`src/rtl/core/ewe_pkg.sv`:
```
package ewe_pkg;

    // quotient bits per divide and bits retired per divider stage
    localparam int QUO_BITS = 32;
    localparam int DIV_STEP = 2;
    // input register, one stage per step group, output saturation register
    localparam int DIV_LAT  = QUO_BITS / DIV_STEP + 2;

    localparam logic signed [31:0] MAX_VAL = 32'sh7FFF_FFFF;
    localparam logic signed [31:0] MIN_VAL = 32'sh8000_0000;
    // any magnitude at or above 2^31 saturates
    localparam logic [63:0] OVF_MAG = 64'h0000_0001_0000_0000;

    localparam logic [17:0] HEAT_RATIO_RESET = 18'd91750;

    // wave family codes
    localparam logic [1:0] WAVE_SLOW    = 2'd0;
    localparam logic [1:0] WAVE_ENTROPY = 2'd1;
    localparam logic [1:0] WAVE_FAST    = 2'd2;

    function automatic logic [31:0] abs_val(input logic signed [31:0] v);
        return v[31] ? (~v + 32'd1) : v;
    endfunction

    // apply sign to a magnitude and clamp to the 32-bit signed range
    function automatic logic signed [31:0] sat_mag(input logic [63:0] mag, input logic neg);
        logic big;
        big = |mag[63:31];
        if (neg) begin
            return big ? MIN_VAL : (~mag[31:0] + 32'd1);
        end
        return big ? MAX_VAL : mag[31:0];
    endfunction

endpackage

```
`src/rtl/core/ewe_div.sv`:
```
module ewe_div #(
    parameter int FRAC_BITS = 16
) (
    input  logic               i_clk,
    input  logic signed [31:0] i_num,
    input  logic        [31:0] i_den,
    output logic signed [31:0] o_quo
);

    localparam int NW   = 33 + FRAC_BITS;
    localparam int QB   = ewe_pkg::QUO_BITS;
    localparam int STEP = ewe_pkg::DIV_STEP;
    localparam int NSTG = QB / STEP;

    typedef struct packed {
        logic [NW-1:0] rem;
        logic [QB-1:0] quo;
        logic [31:0]   den;
        logic          neg;
        logic          ovf;
        logic          zero;
    } t_dstage;

    t_dstage            r_stg [NSTG+1];
    logic signed [31:0] r_quo;

    logic [31:0]   w_mag;
    logic [NW-1:0] w_n;
    logic          w_ovf;

    // rounded numerator: |num| * 2^frac + den/2
    assign w_mag = ewe_pkg::abs_val(i_num);
    assign w_n   = (NW'(w_mag) << FRAC_BITS) + NW'(i_den >> 1);
    // quotient would need more than 32 bits (also catches a zero divisor)
    assign w_ovf = 64'(w_n) >= {i_den, 32'd0};

    always_ff @(posedge i_clk) begin
        r_stg[0].rem  <= w_n;
        r_stg[0].quo  <= '0;
        r_stg[0].den  <= i_den;
        r_stg[0].neg  <= i_num[31];
        r_stg[0].ovf  <= w_ovf;
        r_stg[0].zero <= (i_num == 32'sd0);
    end

    for (genvar j = 0; j < NSTG; j++) begin : g_stg
        t_dstage w_nx;

        always_comb begin
            logic [63:0] v_dsh;
            w_nx = r_stg[j];
            for (int b = 0; b < STEP; b++) begin
                v_dsh = 64'(w_nx.den) << (QB - 1 - j * STEP - b);
                if (64'(w_nx.rem) >= v_dsh) begin
                    w_nx.rem = NW'(64'(w_nx.rem) - v_dsh);
                    w_nx.quo = {w_nx.quo[QB-2:0], 1'b1};
                end else begin
                    w_nx.quo = {w_nx.quo[QB-2:0], 1'b0};
                end
            end
        end

        always_ff @(posedge i_clk) begin
            r_stg[j+1] <= w_nx;
        end
    end

    always_ff @(posedge i_clk) begin
        if (r_stg[NSTG].zero) begin
            r_quo <= '0;
        end else begin
            r_quo <= ewe_pkg::sat_mag(r_stg[NSTG].ovf ? ewe_pkg::OVF_MAG
                                                      : 64'(r_stg[NSTG].quo),
                                      r_stg[NSTG].neg);
        end
    end

    assign o_quo = r_quo;

endmodule

```
`config.mk`:
```
export PLATFORM = sky130hd
export DESIGN_NAME = ewe_div
export DESIGN_NICKNAME = d
export VERILOG_FILES = /design/src/rtl/core/ewe_pkg.sv /design/src/rtl/core/ewe_div.sv
export SDC_FILE = /design/constraint.sdc
export NUM_CORES = 2
export LEC_CHECK = 0
export BUFFER_PORTS_ARGS = -buffer_cell sky130_fd_sc_hd__buf_2
export CAP_MARGIN = 0
export CORE_ASPECT_RATIO = 1.75
export CORE_MARGIN = 4
export CORE_UTILIZATION = 35
export DETAILED_ROUTE_END_ITERATION = 6
export GPL_TIMING_DRIVEN = 0
export PLACE_DENSITY = 0.62
export SLEW_MARGIN = 40
export SYNTH_ARGS = -nofsm -noshare
export SYNTH_HDL_FRONTEND = slang
export SYNTH_SLANG_ARGS = --single-unit
export TNS_END_PERCENT = 1
```
`constraint.sdc`:
```
create_clock -name i_clk -period 7 [get_ports i_clk]
set_input_delay 1.4 -clock i_clk [delete_from_list [all_inputs] [get_ports i_clk]]
set_output_delay 1.4 -clock i_clk [all_outputs]
set_load 0.02 [all_outputs]
```
==> results.ini <==
[detailed_routing]
drtIter0Drc=3405
drt-total-wl_um=324400
vias=78700
antenna_left=0
viasPerCell=5.423
wl_per_cell_um=22.36
drc=0
drtPass1Iterations=6

[synth]
synth.top_cell.area_share_pct=32.00
syn_inst=10550
synth_area_leader_cell=dfxtp_1
avgSynthCellArea_um2=8.602
synthAdderAreaFrac_pct=13.84
synth.area.mux_share_pct=5.252
ys_seq_area_share_pct=32.00
synth_top_flop_cell=dfxtp_1
synth_compound_area_share_pct=20.29
ys_async_sr_fraction_pct=0
ys_ff_latch=1451
synth-edff-count=0
synth_top_family_by_area=compound AO/OA/AOI/OAI gates
synth.distinct_cells=123
synth-xor-area-share_pct=8.809
yosys.area_share.simple_pct=15.50
yosysWarnings=0
yosys-top-cells-area=dfxtp_1 32%, ha_1 13%, xnor2_1 5.8%
syn-cell-area_mm2=0.09077

[setup_path]
crit_required_ns=7.74
worst-setup-path-type=reg2reg
reg2reg_depth=24
crit_arrival_ns=7.85
critPathLaunchType=flop
end_kind=flop
crit_fanout=8

[timing]
slew_viol_final=0
finalSetupViolations=1
hold_slack_ns=0.2742
post-route-period-util_pct=101.6
min_period_ns=7.109
worstMarginPinSlew_ns=0.9101
tns_ns=-0.1091
slew_headroom_pct=38.76
hold_viol_final=0
setup_ws_ns=-0.1091
rsz0062_at_grt=yes
fin_skew_ns=0.09726
timing.fmax_mhz=140.7

[power]
p_per_area_mw_per_mm2=540.4
p_total_mw=57.16
p_leak_nw=46.05
max-vdd-ir-drop_uv=234.5

[floorplan]
die-width_um=393.0
ios=97
std_cell_rows=247
die-area_mm2=0.2679
die_y_um=681.7
core_area_mm2=0.2584
initial_core_util_pct=35.13

[placement]
dp_hpwl_um=264100
dpl-instance-area_mm2=0.09573
dp.cells=14020
place.port_buffers=95
gp_congestion=0.9857
dpl_worst_slack_ns=-3.248

[cells_and_area]
fillers=25810
final-instance-count-excl-fill=14510
layout-drive-gt1-share_pct=14.21
synthToLayoutAreaGrowth_pct=16.52
final_nets=12040
multi_input_comb_area_mm2=0.06034
final_util_pct=40.94
seq_area_mm2=0.02909
final_area_mm2=0.1058

[global_route]
grt_usage_pct=23.39
grt_first_pass_wirelength_um=473600
grt_overflow_total=0
grt_pass1_vias=81850
antenna_found_initial=16
grt_max_degree=18

[worst_hold_path]
hold_depth=0
hold_path_class=reg2reg

[outcome]
status=finished with violations
failed_checks=setup timing

[cts]
holdBufCountCts=0
clock_latency_ns=0.87
clkSinkCount=1451
clk_pin_slew_ns=0.06
root_buffer=clkbuf_16
numCtsBuffers=156
cts_tree=done
clk_path_buf_depth=4
htreeDepth=4

[job]
max_cap_violations=0

[cell families after synthesis]
group                    after synthesis
AO/OA/AOI/OAI                       2895
XOR/XNOR                             913
adder cells (fa/ha/maj)              985
buffers and inverters               1016
flip-flops                          1451
multiplexers                         427
other                                  1
AND/OR/NAND/NOR                     2864
[cell type report]
type | count | area share [%]
diodes | 49 | 0.1159
plain buffers | 221 | 1.713
clock buffers | 198 | 4.087
clock inverters | 74 | 0.8008
inverters | 788 | 2.832
multi-input cells | 8086 | 57.05
flip-flops and latches | 1451 | 27.50
well taps | 3361 | 3.976
repair buffers | 283 | 1.925
[sequential cells by signal, indices dropped and copies added, names as in the netlist]
signal and cells:
r_stg 1419, o_quo 32
[worst max-delay path: stages, from the launching register on]
cell	delay [ns]
dfxtp_1	0.54
inv_1	0.12
ha_1	0.39
nand3_1	0.13
or3_1	0.45
nor3_2	0.56
o211ai_1	0.48
a31oi_1	0.49
o21ai_0	0.13
nand2b_1	0.12
a21o_1	0.16
a31o_2	0.17
a21oi_1	0.08
xor2_1	0.13
o21ai_0	0.12
ha_1	0.42
nand2_1	0.39
nor4_1	0.32
and3_1	0.37
and4_1	0.33
nor4bb_1	0.09
buf_4	0.24
nand4b_1	0.28
nor4b_2	0.34
xnor2_1	0.15
[timing repair]
item                                    4_1_cts  5_1_grt
gates cloned                                  3        0
pin swaps                                   119      156
gates resized for setup                     618      270
buffers inserted                            111       68
endpoints found under the setup margin      511      491
[Yosys cell counts, types with 18 or more instances]
cell type,n
dfxtp_1,1451
ha_1,953
a21oi_1,883
inv_1,782
nand2_1,780
nor2_1,738
o21ai_0,650
xnor2_1,605
a21o_1,412
mux2_2,379
xor2_1,308
nand3_1,203
nor3_1,187
nand4_1,170
clkbuf_1,168
nor4_1,147
nand2b_1,142
o21bai_1,136
o21a_1,122
nor2b_1,113
and3_1,88
a31oi_1,86
a211oi_1,84
o31ai_1,81
or3_1,61
o211ai_1,54
or2_2,39
and2_1,33
mux2i_1,33
buf_2,32
fa_1,32
or4_1,32
a21boi_0,30
o31a_1,29
and4_1,28
a31o_2,26
a221oi_1,25
nor3b_1,24
a2111oi_0,23
a41oi_1,22
a221o_1,19
o41ai_1,18
[per-layer routing]
layer  global-route usage [%]  up-vias  part of all wire [%]
met5                        0        -                0.0092
met2                    44.77     2119                    52
met4                    30.03        4                    16
met3                    3.816     1520                   3.7
met1                    17.09    36330                    29
li1                         -    38730                     -
[power breakdown]
part           switching, mW  internal (mW)  leakage, nW  total (mW)
logic                   20.9           16.2         31.4        37.2
registers               1.32           10.3         12.1        11.6
clock network           3.54           4.85         2.52        8.39
[cell usage in the layout (no fill, tap or decap), types with 131 or more instances in the layout]
cell	count
nor3_1	172
ha_1	914
clkbuf_16	161
a21oi_1	829
nand3_1	197
o21bai_1	131
a21o_1	411
buf_4	194
nand2_1	776
o21ai_0	582
nand2b_1	140
dfxtp_1	1425
nor2_1	732
inv_1	762
nand4_1	170
xnor2_1	605
mux2_2	376
xor2_1	308
[final timing paths]
| path | endpoint | slack, ns | start |
|---|---|---|---|
| worst max-delay path | r_stg[0][1159] | -0.11 | r_stg[0][953] |
| worst min register to register | r_stg[0][814] | 0.27 | r_stg[0][698] |
| worst max register to register | r_stg[0][1159] | -0.11 | r_stg[0][953] |
| worst min-delay path | r_stg[0][814] | 0.27 | r_stg[0][698] |
No activity file was read; power rests on OpenSTA's default activity.
